$ cat src/rtl/rsl_pkg.sv
// ----------------------------------------------------------------------------
// rsl_pkg: shared types and constants for the rtp sequence loss tracker
// state encoding, controller commands and status, wrap thresholds
// ----------------------------------------------------------------------------
package rsl_pkg;

  localparam int unsigned SeqW   = 16;
  localparam int unsigned CountW = 33;
  localparam int unsigned FracW  = 8;

  // wrap detection thresholds
  localparam logic [SeqW-1:0]   WrapHighSeq = 16'hFF00;
  localparam logic [SeqW-1:0]   WrapLowSeq  = 16'h00FF;
  localparam logic [CountW-1:0] WrapSpacing = 33'h0_0000_1FFF;

  localparam logic [SeqW-1:0]   WrapMax  = 16'hFFFF;
  localparam logic [CountW-1:0] CountMax = 33'h1_FFFF_FFFF;
  localparam logic [FracW-1:0]  FracMax  = 8'hFF;

  // one quotient bit per step
  localparam int unsigned DivSteps = FracW;
  localparam int unsigned DivCntW  = $clog2(DivSteps);

  // function codes of an input word
  localparam logic FuncPacket = 1'b0;
  localparam logic FuncReport = 1'b1;

  typedef enum logic [2:0] {
    S_IDLE,
    S_UPDATE,
    S_EXPECT,
    S_LOST,
    S_INTERVAL,
    S_CHECK,
    S_DIV,
    S_DONE
  } state_t;

  typedef struct packed {
    logic capture;
    logic update;
    logic calc_expected;
    logic calc_lost;
    logic calc_interval;
    logic calc_check;
    logic div_step;
    logic load_out;
  } ctrl_cmd_t;

  typedef struct packed {
    logic is_report;
    logic out_free;
  } ctrl_status_t;

endpackage

$ cat src/rtl/rsl_req_if.sv
// ----------------------------------------------------------------------------
// rsl_req_if: request channel
// valid/ready handshake carrying the function code and sequence number
// ----------------------------------------------------------------------------
interface rsl_req_if;
  logic                      valid;
  logic                      ready;
  logic                      func;
  logic [rsl_pkg::SeqW-1:0]  seq;

  modport source (output valid, output func, output seq, input ready);
  modport sink   (input valid, input func, input seq, output ready);
endinterface

$ cat src/rtl/rsl_rsp_if.sv
// ----------------------------------------------------------------------------
// rsl_rsp_if: result channel
// valid/ready handshake carrying the loss statistics of one word
// ----------------------------------------------------------------------------
interface rsl_rsp_if;
  logic                        valid;
  logic                        ready;
  logic [rsl_pkg::CountW-1:0]  lost_total;
  logic [rsl_pkg::FracW-1:0]   loss_fraction;
  logic [rsl_pkg::CountW-1:0]  expected_total;

  modport source (output valid, output lost_total, output loss_fraction,
                  output expected_total, input ready);
  modport sink   (input valid, input lost_total, input loss_fraction,
                  input expected_total, output ready);
endinterface

$ cat src/rtl/rtp_sequence_loss_tracker.sv
// ----------------------------------------------------------------------------
// rtp_sequence_loss_tracker: rtp receive sequence and loss statistics
// counts sequence wraps and packets, reports cumulative and interval loss
// ----------------------------------------------------------------------------
// flow: a packet word steps through update, expected, lost and done; a report
//   word also steps through interval, check and the bit-serial divider
// throughput: one word at a time; the next word is accepted in the cycle after
//   the result is loaded, even while that result still waits on rsp.ready
// reset: synchronous rst clears all counters, sequence state and valid flags
// ----------------------------------------------------------------------------
module rtp_sequence_loss_tracker (
  input  logic        clk,
  input  logic        rst,
  rsl_req_if.sink     req,
  rsl_rsp_if.source   rsp
);

  // command and status bundles between controller and datapath
  rsl_pkg::ctrl_cmd_t    cmd;
  rsl_pkg::ctrl_status_t status;

  // controller: sequences update, totals, interval check and division
  rsl_ctrl u_ctrl (
    .clk      (clk),
    .rst      (rst),
    .in_valid (req.valid),
    .in_ready (req.ready),
    .status   (status),
    .cmd      (cmd)
  );

  // datapath: tracker state, arithmetic and the output register
  rsl_datapath u_datapath (
    .clk                (clk),
    .rst                (rst),
    .cmd                (cmd),
    .status             (status),
    .in_func            (req.func),
    .in_seq             (req.seq),
    .out_valid          (rsp.valid),
    .out_ready          (rsp.ready),
    .out_lost_total     (rsp.lost_total),
    .out_loss_fraction  (rsp.loss_fraction),
    .out_expected_total (rsp.expected_total)
  );

  // lost count is clamped, so it never exceeds the expected count
  a_lost_le_expected: assert property (@(posedge clk) disable iff (rst)
    rsp.valid |-> (rsp.lost_total <= rsp.expected_total))
    else $error("lost total above expected total");

  // one word in flight: no acceptance right after an acceptance
  a_single_word: assert property (@(posedge clk) disable iff (rst)
    (req.valid && req.ready) |=> !req.ready)
    else $error("second word accepted while busy");

  // a loaded result always shows up on the result port
  a_load_shows: assert property (@(posedge clk) disable iff (rst)
    cmd.load_out |=> rsp.valid)
    else $error("loaded result not presented");

  // a result is only loaded into a free output register
  a_load_free: assert property (@(posedge clk) disable iff (rst)
    cmd.load_out |-> status.out_free)
    else $error("result loaded over a pending word");

endmodule

$ cat src/rtl/rsl_ctrl.sv
// ----------------------------------------------------------------------------
// rsl_ctrl: sequencing controller
// walks one word through update and totals, a report also through interval and serial division
// ----------------------------------------------------------------------------
module rsl_ctrl (
  input  logic                  clk,
  input  logic                  rst,
  input  logic                  in_valid,
  output logic                  in_ready,
  input  rsl_pkg::ctrl_status_t status,
  output rsl_pkg::ctrl_cmd_t    cmd
);

  rsl_pkg::state_t              state;
  rsl_pkg::state_t              state_next;
  logic [rsl_pkg::DivCntW-1:0]  div_cnt;
  logic [rsl_pkg::DivCntW-1:0]  div_cnt_next;

  localparam logic [rsl_pkg::DivCntW-1:0] DivLast =
    rsl_pkg::DivCntW'(rsl_pkg::DivSteps - 1);

  always_ff @(posedge clk) begin
    if (rst) begin
      state   <= rsl_pkg::S_IDLE;
      div_cnt <= '0;
    end else begin
      state   <= state_next;
      div_cnt <= div_cnt_next;
    end
  end

  always_comb begin
    state_next   = state;
    div_cnt_next = div_cnt;
    cmd          = '0;
    in_ready     = 1'b0;
    unique case (state)
      rsl_pkg::S_IDLE: begin
        // no word is taken while reset is held
        in_ready = !rst;
        if (in_valid && !rst) begin
          cmd.capture = 1'b1;
          state_next  = rsl_pkg::S_UPDATE;
        end
      end
      rsl_pkg::S_UPDATE: begin
        cmd.update = 1'b1;
        state_next = rsl_pkg::S_EXPECT;
      end
      rsl_pkg::S_EXPECT: begin
        cmd.calc_expected = 1'b1;
        state_next        = rsl_pkg::S_LOST;
      end
      rsl_pkg::S_LOST: begin
        cmd.calc_lost = 1'b1;
        state_next    = status.is_report ? rsl_pkg::S_INTERVAL : rsl_pkg::S_DONE;
      end
      rsl_pkg::S_INTERVAL: begin
        cmd.calc_interval = 1'b1;
        state_next        = rsl_pkg::S_CHECK;
      end
      rsl_pkg::S_CHECK: begin
        cmd.calc_check = 1'b1;
        div_cnt_next   = '0;
        state_next     = rsl_pkg::S_DIV;
      end
      rsl_pkg::S_DIV: begin
        cmd.div_step = 1'b1;
        div_cnt_next = div_cnt + 1'b1;
        if (div_cnt == DivLast) begin
          state_next = rsl_pkg::S_DONE;
        end
      end
      rsl_pkg::S_DONE: begin
        if (status.out_free) begin
          cmd.load_out = 1'b1;
          state_next   = rsl_pkg::S_IDLE;
        end
      end
      default: begin
        state_next = rsl_pkg::S_IDLE;
      end
    endcase
  end

endmodule

$ cat src/rtl/rsl_datapath.sv
// ----------------------------------------------------------------------------
// rsl_datapath: sequence state, totals, interval and restoring divider
// holds the tracker state and the output register
// ----------------------------------------------------------------------------
module rsl_datapath (
  input  logic                         clk,
  input  logic                         rst,
  input  rsl_pkg::ctrl_cmd_t           cmd,
  output rsl_pkg::ctrl_status_t        status,
  input  logic                         in_func,
  input  logic [rsl_pkg::SeqW-1:0]     in_seq,
  output logic                         out_valid,
  input  logic                         out_ready,
  output logic [rsl_pkg::CountW-1:0]   out_lost_total,
  output logic [rsl_pkg::FracW-1:0]    out_loss_fraction,
  output logic [rsl_pkg::CountW-1:0]   out_expected_total
);

  localparam int unsigned SW = rsl_pkg::SeqW;
  localparam int unsigned CW = rsl_pkg::CountW;
  localparam int unsigned FW = rsl_pkg::FracW;

  // captured word
  logic          func;
  logic [SW-1:0] seq;

  // tracker state
  logic [SW-1:0] wrap_count;
  logic [SW-1:0] highest_seq;
  logic [SW-1:0] start_seq;
  logic [SW-1:0] previous_seq;
  logic [CW-1:0] received_count;
  logic [CW-1:0] count_at_wrap;
  logic [CW-1:0] lost_at_report;
  logic [CW-1:0] expected_at_report;

  // working registers
  logic [CW-1:0] expected;
  logic [CW-1:0] lost;
  logic [CW:0]   exp_diff;
  logic [CW-1:0] divisor;
  logic [CW:0]   rem;
  logic [FW-1:0] quot;
  logic          frac_zero;
  logic          frac_sat;

  // packet update
  logic          wrap_hit;
  logic [SW-1:0] wrap_count_next;
  logic [CW:0]   exp_sum;
  logic          exp_pos;
  logic          lost_ge;
  logic [CW:0]   rem_sh;
  logic          rem_ge;

  assign wrap_hit = (previous_seq > rsl_pkg::WrapHighSeq) && (seq < rsl_pkg::WrapLowSeq) &&
                    ((wrap_count == '0) ||
                     ((received_count - count_at_wrap) > rsl_pkg::WrapSpacing));

  assign wrap_count_next = (wrap_hit && (wrap_count != rsl_pkg::WrapMax)) ?
                           wrap_count + 1'b1 : wrap_count;

  // signed extended span, top bit set means negative
  assign exp_sum = {2'b00, wrap_count, {SW{1'b0}}} + (CW+1)'(highest_seq)
                   - (CW+1)'(start_seq) + (CW+1)'(1);

  assign exp_pos = !exp_diff[CW] && (exp_diff != '0);
  assign lost_ge = lost >= lost_at_report;

  assign rem_sh = {rem[CW-1:0], 1'b0};
  assign rem_ge = rem_sh >= {1'b0, divisor};

  assign status.is_report = (func == rsl_pkg::FuncReport);
  assign status.out_free  = !out_valid || out_ready;

  always_ff @(posedge clk) begin
    if (cmd.capture) begin
      func <= in_func;
      seq  <= in_seq;
    end
  end

  always_ff @(posedge clk) begin
    if (rst) begin
      wrap_count         <= '0;
      highest_seq        <= '0;
      start_seq          <= '0;
      previous_seq       <= '0;
      received_count     <= '0;
      count_at_wrap      <= '0;
      lost_at_report     <= '0;
      expected_at_report <= '0;
    end else begin
      if (cmd.update && (func == rsl_pkg::FuncPacket)) begin
        wrap_count <= wrap_count_next;
        if (wrap_hit) begin
          count_at_wrap <= received_count;
          highest_seq   <= seq;
        end else if (seq > highest_seq) begin
          highest_seq <= seq;
        end
        if (received_count == '0) begin
          start_seq <= seq;
        end else if ((wrap_count_next == '0) && (seq < start_seq)) begin
          start_seq <= seq;
        end
        previous_seq <= seq;
        if (received_count != rsl_pkg::CountMax) begin
          received_count <= received_count + 1'b1;
        end
      end
      if (cmd.calc_lost && (func == rsl_pkg::FuncReport)) begin
        expected_at_report <= expected;
      end
      if (cmd.calc_interval && exp_pos && lost_ge) begin
        lost_at_report <= lost;
      end
    end
  end

  always_ff @(posedge clk) begin
    if (cmd.calc_expected) begin
      expected <= exp_sum[CW] ? '0 : exp_sum[CW-1:0];
    end
    if (cmd.calc_lost) begin
      lost     <= (expected > received_count) ? expected - received_count : '0;
      exp_diff <= {1'b0, expected} - {1'b0, expected_at_report};
    end
    if (cmd.calc_interval) begin
      frac_zero <= !exp_pos;
      divisor   <= exp_diff[CW-1:0];
      rem       <= lost_ge ? {1'b0, lost - lost_at_report} : '0;
      quot      <= '0;
    end
    if (cmd.calc_check) begin
      frac_sat <= rem[CW-1:0] >= divisor;
    end
    if (cmd.div_step) begin
      rem  <= rem_ge ? rem_sh - {1'b0, divisor} : rem_sh;
      quot <= {quot[FW-2:0], rem_ge};
    end
  end

  // output register
  always_ff @(posedge clk) begin
    if (rst) begin
      out_valid <= 1'b0;
    end else if (cmd.load_out) begin
      out_valid <= 1'b1;
    end else if (out_ready) begin
      out_valid <= 1'b0;
    end
  end

  always_ff @(posedge clk) begin
    if (cmd.load_out) begin
      out_lost_total     <= lost;
      out_expected_total <= expected;
      if ((func == rsl_pkg::FuncPacket) || frac_zero) begin
        out_loss_fraction <= '0;
      end else if (frac_sat) begin
        out_loss_fraction <= rsl_pkg::FracMax;
      end else begin
        out_loss_fraction <= quot;
      end
    end
  end

endmodule

$ cat src/flat_wrapper.sv
// flat-port wrapper written by rule: the top's interface ports become plain ports
module rtp_sequence_loss_tracker_flat 
  (clk, rst, req_valid, req_func, req_seq, req_ready, rsp_valid, rsp_lost_total, rsp_loss_fraction, rsp_expected_total, rsp_ready);
  rsl_req_if req_i ();
  rsl_rsp_if rsp_i ();
  input  logic clk;
  input  logic rst;
  input wire logic [$bits(req_i.valid)-1:0] req_valid;
  input wire logic [$bits(req_i.func)-1:0] req_func;
  input wire logic [$bits(req_i.seq)-1:0] req_seq;
  output wire logic [$bits(req_i.ready)-1:0] req_ready;
  output wire logic [$bits(rsp_i.valid)-1:0] rsp_valid;
  output wire logic [$bits(rsp_i.lost_total)-1:0] rsp_lost_total;
  output wire logic [$bits(rsp_i.loss_fraction)-1:0] rsp_loss_fraction;
  output wire logic [$bits(rsp_i.expected_total)-1:0] rsp_expected_total;
  input wire logic [$bits(rsp_i.ready)-1:0] rsp_ready;
  assign req_i.valid = req_valid;
  assign req_i.func = req_func;
  assign req_i.seq = req_seq;
  assign req_ready = req_i.ready;
  assign rsp_valid = rsp_i.valid;
  assign rsp_lost_total = rsp_i.lost_total;
  assign rsp_loss_fraction = rsp_i.loss_fraction;
  assign rsp_expected_total = rsp_i.expected_total;
  assign rsp_i.ready = rsp_ready;
  rtp_sequence_loss_tracker u_core (.clk(clk), .rst(rst), .req(req_i), .rsp(rsp_i));
endmodule
$ cat config.mk
export PLATFORM = sky130hd
export DESIGN_NAME = rtp_sequence_loss_tracker_flat
export DESIGN_NICKNAME = d
export VERILOG_FILES = /design/src/rtl/rsl_pkg.sv /design/src/rtl/rsl_req_if.sv /design/src/rtl/rsl_rsp_if.sv /design/src/rtl/rtp_sequence_loss_tracker.sv /design/src/rtl/rsl_ctrl.sv /design/src/rtl/rsl_datapath.sv /design/src/flat_wrapper.sv
export SDC_FILE = /design/constraint.sdc
export NUM_CORES = 1
export LEC_CHECK = 0
export ABC_AREA = 1
export BUFFER_PORTS_ARGS = -buffer_cell sky130_fd_sc_hd__buf_2
export CAP_MARGIN = 15
export CORE_UTILIZATION = 50
export CTS_BUF_LIST = sky130_fd_sc_hd__clkbuf_4 sky130_fd_sc_hd__clkbuf_8
export CTS_CLUSTER_SIZE = 12
export DETAILED_ROUTE_END_ITERATION = 10
export PLACE_DENSITY = 0.75
export SKIP_LAST_GASP = 1
export SYNTH_ARGS = -nofsm -noshare
export SYNTH_HDL_FRONTEND = slang
export SYNTH_SLANG_ARGS = --single-unit
export TNS_END_PERCENT = 100
$ cat constraint.sdc
create_clock -name clk -period 8.7 [get_ports clk]
set_input_delay 1.305 -clock clk [delete_from_list [all_inputs] [get_ports clk]]
set_output_delay 1.305 -clock clk [all_outputs]
set_load 0.01 [all_outputs]
# ---- After elaboration in Yosys (flattened, before gate mapping)
# Cells that the tools add are included.
dict set report op_classes {
  addsub 11
  magnitude_cmp 9
  n_eq_ne 13
  n_mux 31
  bitwise 1
  reduce_logical 32
}
# op count
set ops {}
lappend ops {{33-bit two-way mux} 4}
lappend ops {{33-bit subtractor} 4}
lappend ops {{16-bit two-way mux} 5}
lappend ops {{33-bit greater-or-equal comparator} 2}
lappend ops {{34-bit by 1-bit adder with 34-bit output (second input constant)} 1}
lappend ops {{34-bit by 33-bit greater-or-equal comparator with 1-bit output} 1}
lappend ops {{34-bit nonzero test} 1}
lappend ops {{33-bit by 16-bit subtractor with 34-bit output} 1}
lappend ops {{33-bit by 33-bit subtractor with 34-bit output} 1}
lappend ops {{32-bit by 16-bit adder with 33-bit output} 1}
lappend ops {{33-bit by 1-bit adder with 33-bit output (second input constant)} 1}
lappend ops {{33-bit by 13-bit greater-than comparator with 1-bit output (second input constant)} 1}
lappend ops {{33-bit greater-than comparator} 1}
lappend ops {{33-bit zero test} 1}
lappend ops {{33-bit != test (second input constant)} 1}
lappend ops {{16-bit zero test} 2}
lappend ops {{8-bit two-way mux} 3}
lappend ops {{3-bit case mux with 8 select lines} 1}
lappend ops {{16-bit by 1-bit adder with 16-bit output (second input constant)} 1}
lappend ops {{16-bit greater-than comparator} 1}
lappend ops {{16-bit greater-than comparator (second input constant)} 1}
lappend ops {{16-bit less-than comparator} 1}
lappend ops {{16-bit by 8-bit less-than comparator with 1-bit output (second input constant)} 1}
lappend ops {{16-bit != test (second input constant)} 1}
lappend ops {{18 further kinds} 59}
dict set report word_totals {
  ff_bits 470
  inputBits 21
}

# ---- Longest topological paths before layout
# Gate-level depths: netlist of the first run.
dict set report logic_depth {
  word_depth 10
  mapped_depth 32
  ltp_nobuf 30
}

# ---- Cells and area by module
# Synthesis of the first run repeated with hierarchy kept, for this count alone.
dict set report unflattened {
  cells_unflattened 3765
  area_unflattened_um2 30082.6
}
# module n_inst cells_each area_each_um2 seq_area_each_um2
set modules_own_cells {}
lappend modules_own_cells {rsl_datapath 1 3700 29622.2 11961.5}
lappend modules_own_cells {rsl_ctrl 1 65 460.4 120.1}

# ---- Worst setup path after synthesis of the first run
# Ideal clock, no wire load.
dict set report synth_path {
  kind {reg2reg}
  from {register u_core.u_ctrl.state[1]}
  to {register u_core.u_datapath.expected_at_report[10]}
  setup_ns 0.128
  t_arrival_ns 6.096
  required_ns 8.572
  path_slack_ns 2.476
  stages_incl_launch_ff 8
  path_buffers 2
  synth_period_minus_slack_ns 6.224
  cell_sequence {dfxtp_1 -> inv_1 -> nor3_1 -> nand2_1 -> clkbuf_1 -> clkbuf_1 -> o21ai_0 -> a21oi_1}
}
dict set report synth_between {
  elab_chain_len 3
}
# element line
set synth_lines {}
lappend synth_lines {{start: declaration} rsl_ctrl.sv:14} ;# rsl_pkg::state_t state;
lappend synth_lines {{start signal: assignment} rsl_ctrl.sv:24} ;# state <= rsl_pkg::S_IDLE;
lappend synth_lines {{start signal: assignment} rsl_ctrl.sv:27} ;# state <= state_next;
lappend synth_lines {{3-bit by 2-bit equality test with 1-bit output} rsl_ctrl.sv:37} ;# unique case (state)
lappend synth_lines {{1-bit two-way mux} rsl_ctrl.sv:37}
lappend synth_lines {{1-bit logical AND} rsl_datapath.sv:112} ;# if (cmd.calc_lost && (func == rsl_pkg::FuncReport)) begin
lappend synth_lines {{end signal: assignment} rsl_datapath.sv:113} ;# expected_at_report <= expected;
lappend synth_lines {{end: declaration} rsl_datapath.sv:35} ;# logic [CW-1:0] expected_at_report;
# No other way between the ends.
# A chain may end at the register's enable or synchronous reset.

# ---- Worst setup path in the final report of the first run
dict set report layout_path {
  from {register u_core.u_datapath.received_count[0]}
  to {register u_core.u_datapath.start_seq[4]}
}
dict set report layout_between {
  elab_chain_len 10
  word_cells_on_any_way 12
  classes_between {add/sub (1); order compare (1); mux (2); reduce/logical (8)}
}
# element line
set layout_lines {}
lappend layout_lines {{start: declaration} rsl_datapath.sv:32} ;# logic [CW-1:0] received_count;
lappend layout_lines {{start signal: assignment} rsl_datapath.sv:109} ;# received_count <= received_count + 1'b1;
lappend layout_lines {{33-bit subtractor} rsl_datapath.sv:58} ;# ((received_count - count_at_wrap) > rsl_pkg::WrapSpacing));
lappend layout_lines {{33-bit by 13-bit greater-than comparator with 1-bit output} rsl_datapath.sv:58}
lappend layout_lines {{1-bit logical OR} rsl_datapath.sv:57} ;# ((wrap_count == '0) ||
lappend layout_lines {{1-bit logical AND} rsl_datapath.sv:56} ;# assign wrap_hit = (previous_seq > rsl_pkg::WrapHighSeq) && (seq < rsl_pkg::WrapLowSeq) &&
lappend layout_lines {{1-bit logical AND} rsl_datapath.sv:60} ;# assign wrap_count_next = (wrap_hit && (wrap_count != rsl_pkg::WrapMax)) ?
lappend layout_lines {{16-bit two-way mux} rsl_datapath.sv:60}
lappend layout_lines {{16-bit zero test} rsl_datapath.sv:104} ;# end else if ((wrap_count_next == '0) && (seq < start_seq)) begin
lappend layout_lines {{1-bit logical AND} rsl_datapath.sv:104}
lappend layout_lines {{2-bit nonzero test (no source line)} -}
lappend layout_lines {{2-bit AND reduction (no source line)} -}
lappend layout_lines {{end signal: assignment} rsl_datapath.sv:103} ;# start_seq <= seq;
lappend layout_lines {{end signal: assignment} rsl_datapath.sv:105} ;# start_seq <= seq;
lappend layout_lines {{end: declaration} rsl_datapath.sv:30} ;# logic [SW-1:0] start_seq;
# Parallel ways exist; a longest one is shown, timed or not.

==> flow_summary.yaml, run 1 <==
clock_network:
  clk_pin_slew_ns: 0.07
  cts_resized: 0
  cts.sinks: 470
  clock_path_buffers: 3
  post-cts-setup-buffer-count: 0
  cts_tree: "done"
  numCtsBuffers: 82
  clockRootBuffer: "clkbuf_8"
  ctsHoldBuffers: 0
  insertion_delay_ns: 0.71
  h-tree-depth: 3
outcome:
  outcome: "complete, no violations"
placement:
  gp_congestion: 0.943
  io_buffers: 96
  hpwl_um: 59900
  placed_cell_area_um2: 31100
synth:
  synthArstFlopShare_pct: 0
  syn_area_um2: 29900
  ys_warn_count: 0
  ys_seq_area_share_pct: 40.5
  synth_cells: 3727
  synth-seq-cells: 470
  synth.distinct_cells: 56
  synth_edf_count: 267
  synth_ff_type: "edfxtp_1"
  synth_fp_nets: 4057
  syn_area_per_cell_um2: 8.01
finish:
  fillCellCount: 5437
  final_common_cell: "nand2_1"
  drive_gt1_share_pct: 7.94
  most-common-layout-cells: "697 x nand2_1, 580 x inv_1, 409 x a21oi_1"
  areaGrowthSynthToFinish_pct: 11.1
  layout.nets: 4177
  post-route-util_pct: 56.2
  design_area_um2: 33200
sta:
  skew_ns: 0.0378
  relSlewSlack_pct: 28.8
  final.period_utilization_pct: 48.9
  rsz0062_at_grt: "false"
  timing.fmax_ghz: 0.235
  drv_slew: 0
  finalCriticalPeriod_ns: 4.26
  hold_violations: 0
  tns_ns: 0
  tightest_slew_ns: 1.07
  setup_viol: 0
worst_setup_path:
  end_kind: "flop"
  cp_slowest_cell: "dfxtp_1"
  crit_top_cell: "nand2_1"
  endpoint: "u_core.u_datapath.start_seq[4]"
  cp.required_ns: 9.28
  reg2reg_to: "u_core.u_datapath.start_seq[4]"
  arrival_ns: 4.83
  path_class: "reg2reg"
  r2r_cells: 29
  cp_max_fo: 32
  reg2reg_from: "u_core.u_datapath.received_count[0]"
  start_kind: "flop"
  rrSetupSlack_ns: 4.44
  max_stage_delay_ns: 0.42
  crit_start: "u_core.u_datapath.received_count[0]"
routing:
  detail_route.wirelength_um: 78300
  drt_iter0_markers: 1667
  ant_nets: 0
  wl_per_cell_um: 16.7
  drc: 0
  vias: 25100
  firstDrtPassIters: 8
  vias_per_cell: 5.35
global_routing:
  grt_pass1_vias: 23700
  gr-total-overflow: 0
  met1_usage_pct: 33.5
  grt_pass1_wl_um: 125000
  track_usage_pct: 26.0
  met2_usage_pct: 42.9
  antenna_found_initial: 1
  grt_max_degree: 102
  busiest_layer: "met2"
  grt_use_met3_pct: 3.79
die:
  core_area_um2: 59000
  pin_count: 97
  die_x_um: 246
  fp-row-count: 89
  die_area_um2: 60700
  start_util_pct: 50.6
  die_h_um: 246
power:
  power_leakage_nw: 14.7
  vdd_drop_max_uv: 191
  fin_total_pwr_mw: 8.85
  power_density_nw_per_um2: 267
run:
  maxCapViolCount: 0
hold_path:
  min_path_type: "reg2reg"
==> cell usage after synthesis (50+ instances only) <==
master	number	area (um2)
nand4_1	62	388
inv_1	581	2180
xor2_1	96	841
xnor2_1	50	438
dfxtp_1	203	4060
nand2_1	699	2620
o21ai_0	258	1290
nand3_1	115	576
ha_1	303	3790
edfxtp_1	267	8020
a21oi_1	410	2050
clkbuf_1	61	229
nor2_1	308	1160
==> metrics by stage <==
stage / setup slack, ns / cells / hold slack (ns)
after global routing: 3.99 / 4689 / 0.460
after detailed placement: 4.45 / 4533 / 0.437
final: 4.44 / 4689 / 0.437
after CTS: 4.41 / 4685 / 0.446
after global placement: 4.60 / 4533 / 0.434
after floorplan: 2.48 / 3727 / 0.426
==> state kept, by name, indices dropped and copies added, names as in the netlist, 16 cells and up <==
signal	cells
u_core.u_datapath.expected	33
u_core.u_datapath.count_at_wrap	33
u_core.u_datapath.lost_at_report	33
u_core.u_datapath.exp_diff	34
u_core.u_datapath.out_expected_total	33
u_core.u_datapath.lost	33
u_core.u_datapath.wrap_count	16
u_core.u_datapath.previous_seq	16
u_core.u_datapath.received_count	33
u_core.u_datapath.seq	16
u_core.u_datapath.rem	33
u_core.u_datapath.expected_at_report	33
u_core.u_datapath.out_lost_total	33
u_core.u_datapath.start_seq	16
u_core.u_datapath.highest_seq	16
u_core.u_datapath.divisor	33
==> how the worst min path moves through the flow <==
stage | start | end | slack, ns | depth (start not counted)
floorplan | u_core.u_datapath.exp_diff[32] | u_core.u_datapath.divisor[32] | 0.43 | 0
global placement | u_core.u_datapath.exp_diff[9] | u_core.u_datapath.divisor[9] | 0.43 | 0
detailed placement | u_core.u_datapath.exp_diff[9] | u_core.u_datapath.divisor[9] | 0.44 | 0
CTS | u_core.u_datapath.exp_diff[16] | u_core.u_datapath.divisor[16] | 0.45 | 0
global route | u_core.u_datapath.exp_diff[16] | u_core.u_datapath.divisor[16] | 0.46 | 0
finish | u_core.u_datapath.exp_diff[15] | u_core.u_datapath.divisor[15] | 0.44 | 0
==> final cells by class <==
class | instances | area, um2 | area share, %
Tap cell | 773 | 967 | 2.92
Clock inverter | 38 | 518 | 1.56
Antenna cell | 1 | 2.50 | 0.00754
Inverter | 590 | 2220 | 6.68
Sequential cell | 470 | 12100 | 36.4
Timing Repair Buffer | 116 | 671 | 2.02
Multi-Input combinational cell | 2587 | 15300 | 46.0
Clock buffer | 114 | 1460 | 4.39
==> report_power, final <==
part	internal, mW	total, mW	switching [mW]
clock network	1.41	2.41	1.00
registers	2.79	3.10	0.303
logic	1.22	3.34	2.13
total	5.42	8.85	3.43
==> critical path, delay by kind of cell (launching register included) <==
| kind | cells | cell delay (ns) |
|---|---|---|
| fa+ha+maj | 2 | 0.63 |
| simple gates | 24 | 2.65 |
| buf+inv | 3 | 0.41 |
| flops | 1 | 0.42 |
==> cell families (layout without fill, tap and decap cells) <==
group	Yosys count	after routing	synth area share, %
simple gates	1297	1297	18.2
compound gates	835	835	15.3
buf+inv	670	858	8.61
flops	470	470	40.5
fa+ha+maj	309	309	13.1
xor+xnor	146	146	4.28
other cells	0	1	0
==> routing by layer <==
layer	wire (um)	share of wire, %
met5	0	0
met1	34700	44
met4	3660	4.7
met3	3960	5.1
met2	36000	46
(Power assumes the default switching activity.)
==> run 2, diff against run 1 <==
--- a/config.mk
+++ b/config.mk
@@ -12,7 +12,7 @@
 export CTS_BUF_LIST = sky130_fd_sc_hd__clkbuf_4 sky130_fd_sc_hd__clkbuf_8
 export CTS_CLUSTER_SIZE = 12
 export DETAILED_ROUTE_END_ITERATION = 10
-export PLACE_DENSITY = 0.75
+export PLACE_DENSITY = 0.78
 export SKIP_LAST_GASP = 1
 export SYNTH_ARGS = -nofsm -noshare
 export SYNTH_HDL_FRONTEND = slang
==> constraint.sdc (replaced) <==
create_clock -name clk -period 3.9 [get_ports clk]
set_input_delay 0.585 -clock clk [delete_from_list [all_inputs] [get_ports clk]]
set_output_delay 0.585 -clock clk [all_outputs]
set_load 0.01 [all_outputs]
==> run 2 against run 1 <==
  * Final area is 1.5% higher
  * Combinational power increased by 140%
  * Clock power rose by 100%
  * Sequential power increased by 120%
  * Non-clock buffer count up 46
  * Power up 120%
  * Global-route usage is 0.10 points lower
  * Critical endpoint is now u_core.u_datapath.start_seq[12]
==> flow_summary.yaml, run 2 (synthesis gave the netlist of run 1 again) <==
outcome:
  outcome: "complete, no violations"
die:
  pin_count: 97
  die_x_um: 246
  die_area_um2: 60700
  start_util_pct: 50.6
  die_h_um: 246
  core_area_um2: 59000
  fp-row-count: 89
clock_network:
  clockRootBuffer: "clkbuf_8"
  numCtsBuffers: 81
  clk_pin_slew_ns: 0.06
  cts.sinks: 470
  insertion_delay_ns: 0.68
  cts_tree: "done"
  h-tree-depth: 3
  clock_path_buffers: 3
  ctsHoldBuffers: 0
power:
  vdd_drop_max_uv: 393
  fin_total_pwr_mw: 19.7
  power_density_nw_per_um2: 586
  power_leakage_nw: 14.9
sta:
  drv_slew: 0
  final.period_utilization_pct: 95.1
  rsz0062_at_grt: "true"
  timing.fmax_ghz: 0.270
  hold_violations: 0
  skew_ns: 0.0484
  fin_ws_ns: 0.192
  tightest_slew_ns: 1.07
  setup_viol: 0
  finalCriticalPeriod_ns: 3.71
  relSlewSlack_pct: 28.6
worst_setup_path:
  reg2reg_from: "u_core.u_datapath.received_count[0]"
  end_kind: "flop"
  crit_start: "u_core.u_datapath.received_count[0]"
  cp_max_fo: 8
  crit_top_cell: "nand2_1"
  cp_slowest_cell: "fa_1"
  max_stage_delay_ns: 0.37
  path_class: "reg2reg"
  arrival_ns: 4.27
  start_kind: "flop"
  cp.required_ns: 4.46
routing:
  drt_iter0_markers: 1701
  wl_per_cell_um: 16.7
  drc: 0
  vias_per_cell: 5.36
  firstDrtPassIters: 8
  vias: 25400
  ant_nets: 0
  detail_route.wirelength_um: 79200
hold_path:
  holdCritStartpoint: "req_seq[9]"
  min_path_type: "in2reg"
finish:
  regMostFlops: "u_core.u_datapath.exp_diff"
  seqCellArea_um2: 12100
  most-common-layout-cells: "686 x nand2_1, 579 x inv_1, 406 x a21oi_1"
  num_antenna_cells: 0
  final_common_cell: "nand2_1"
  drive_gt1_share_pct: 10.3
  multiInputGateArea_um2: 15500
  fillCellCount: 5362
  largest_reg_flops: 34
  layout.nets: 4224
  areaGrowthSynthToFinish_pct: 12.7
global_routing:
  grt_pass1_vias: 23900
  grt_pass1_wl_um: 123000
  grt_max_degree: 137
  antenna_found_initial: 2
  track_usage_pct: 25.9
  gr-total-overflow: 0
run:
  maxCapViolCount: 0
placement:
  place_ws_ns: 0.0362
  gp_congestion: 0.974
  io_buffers: 96
  hpwl_um: 60800
-- run 2: metal layers --
| metal | vias to the layer above | share of wire (%) | wire, um | track usage, % |
|---|---|---|---|---|
| li1 | 12900 | - | - | - |
| met1 | 11600 | 43 | 34000 | 32.2 |
| met2 | 705 | 47 | 37300 | 44.0 |
| met3 | 183 | 5.1 | 4060 | 3.67 |
| met4 | 0 | 4.7 | 3720 | 12.5 |
| met5 | - | 0 | 0 | 0 |
-- run 2: area by class of cell --
type	count	share of cell area, %
Timing Repair Buffer	162	3.22
Clock buffer	110	4.18
Sequential cell	470	35.9
Clock inverter	41	1.12
Tap cell	773	2.87
Multi-Input combinational cell	2589	46.1
Inverter	590	6.60
-- run 2: through the flow --
| step | hold WS [ns] | std cells | setup TNS, ns | util, % | cell area [um2] |
|---|---|---|---|---|---|
| after floorplan | 0.426 | 3727 | 0 | - | 29900 |
| after global placement | 0.429 | 4574 | 0 | 53.4 | 31500 |
| after detailed placement | 0.434 | 4574 | 0 | 53.4 | 31500 |
| after CTS | 0.0381 | 4725 | 0 | 56.4 | 33300 |
| after global routing | 0.0621 | 4735 | -0.613 | 57.0 | 33700 |
| final | 0.0857 | 4735 | 0 | 57.0 | 33700 |
-- run 2: critical path: cells and delay by family (launching register included) --
kind,cells,cell delay [ns]
fa+ha+maj,2,0.57
buf+inv,3,0.20
flops,1,0.33
simple gates,24,2.50
-- run 2: path summary, 6_finish.rpt --
path | end | slack, ns | cells past startpoint
setup / recovery | u_core.u_datapath.start_seq[12] | 0.19 | 29
hold / removal | u_core.u_datapath.seq[9] | 0.09 | 1
setup reg to reg | u_core.u_datapath.start_seq[12] | 0.19 | 29
hold reg to reg | u_core.u_datapath.divisor[26] | 0.43 | 0
-- run 2: what timing repair did --
| item | in CTS | in global routing |
|---|---|---|
| resized for setup | 0 | 74 |
| setup buffers | 0 | 7 |
| setup endpoints to repair | 0 | 104 |
-- run 2: where the power goes --
group | internal [mW] | switching (mW) | total (mW) | leakage (nW)
clock network | 2.77 | 2.13 | 4.90 | 0.939
registers | 6.23 | 0.651 | 6.88 | 4.08
logic | 2.95 | 5.00 | 7.96 | 9.88
total | 12.0 | 7.78 | 19.7 | 14.9
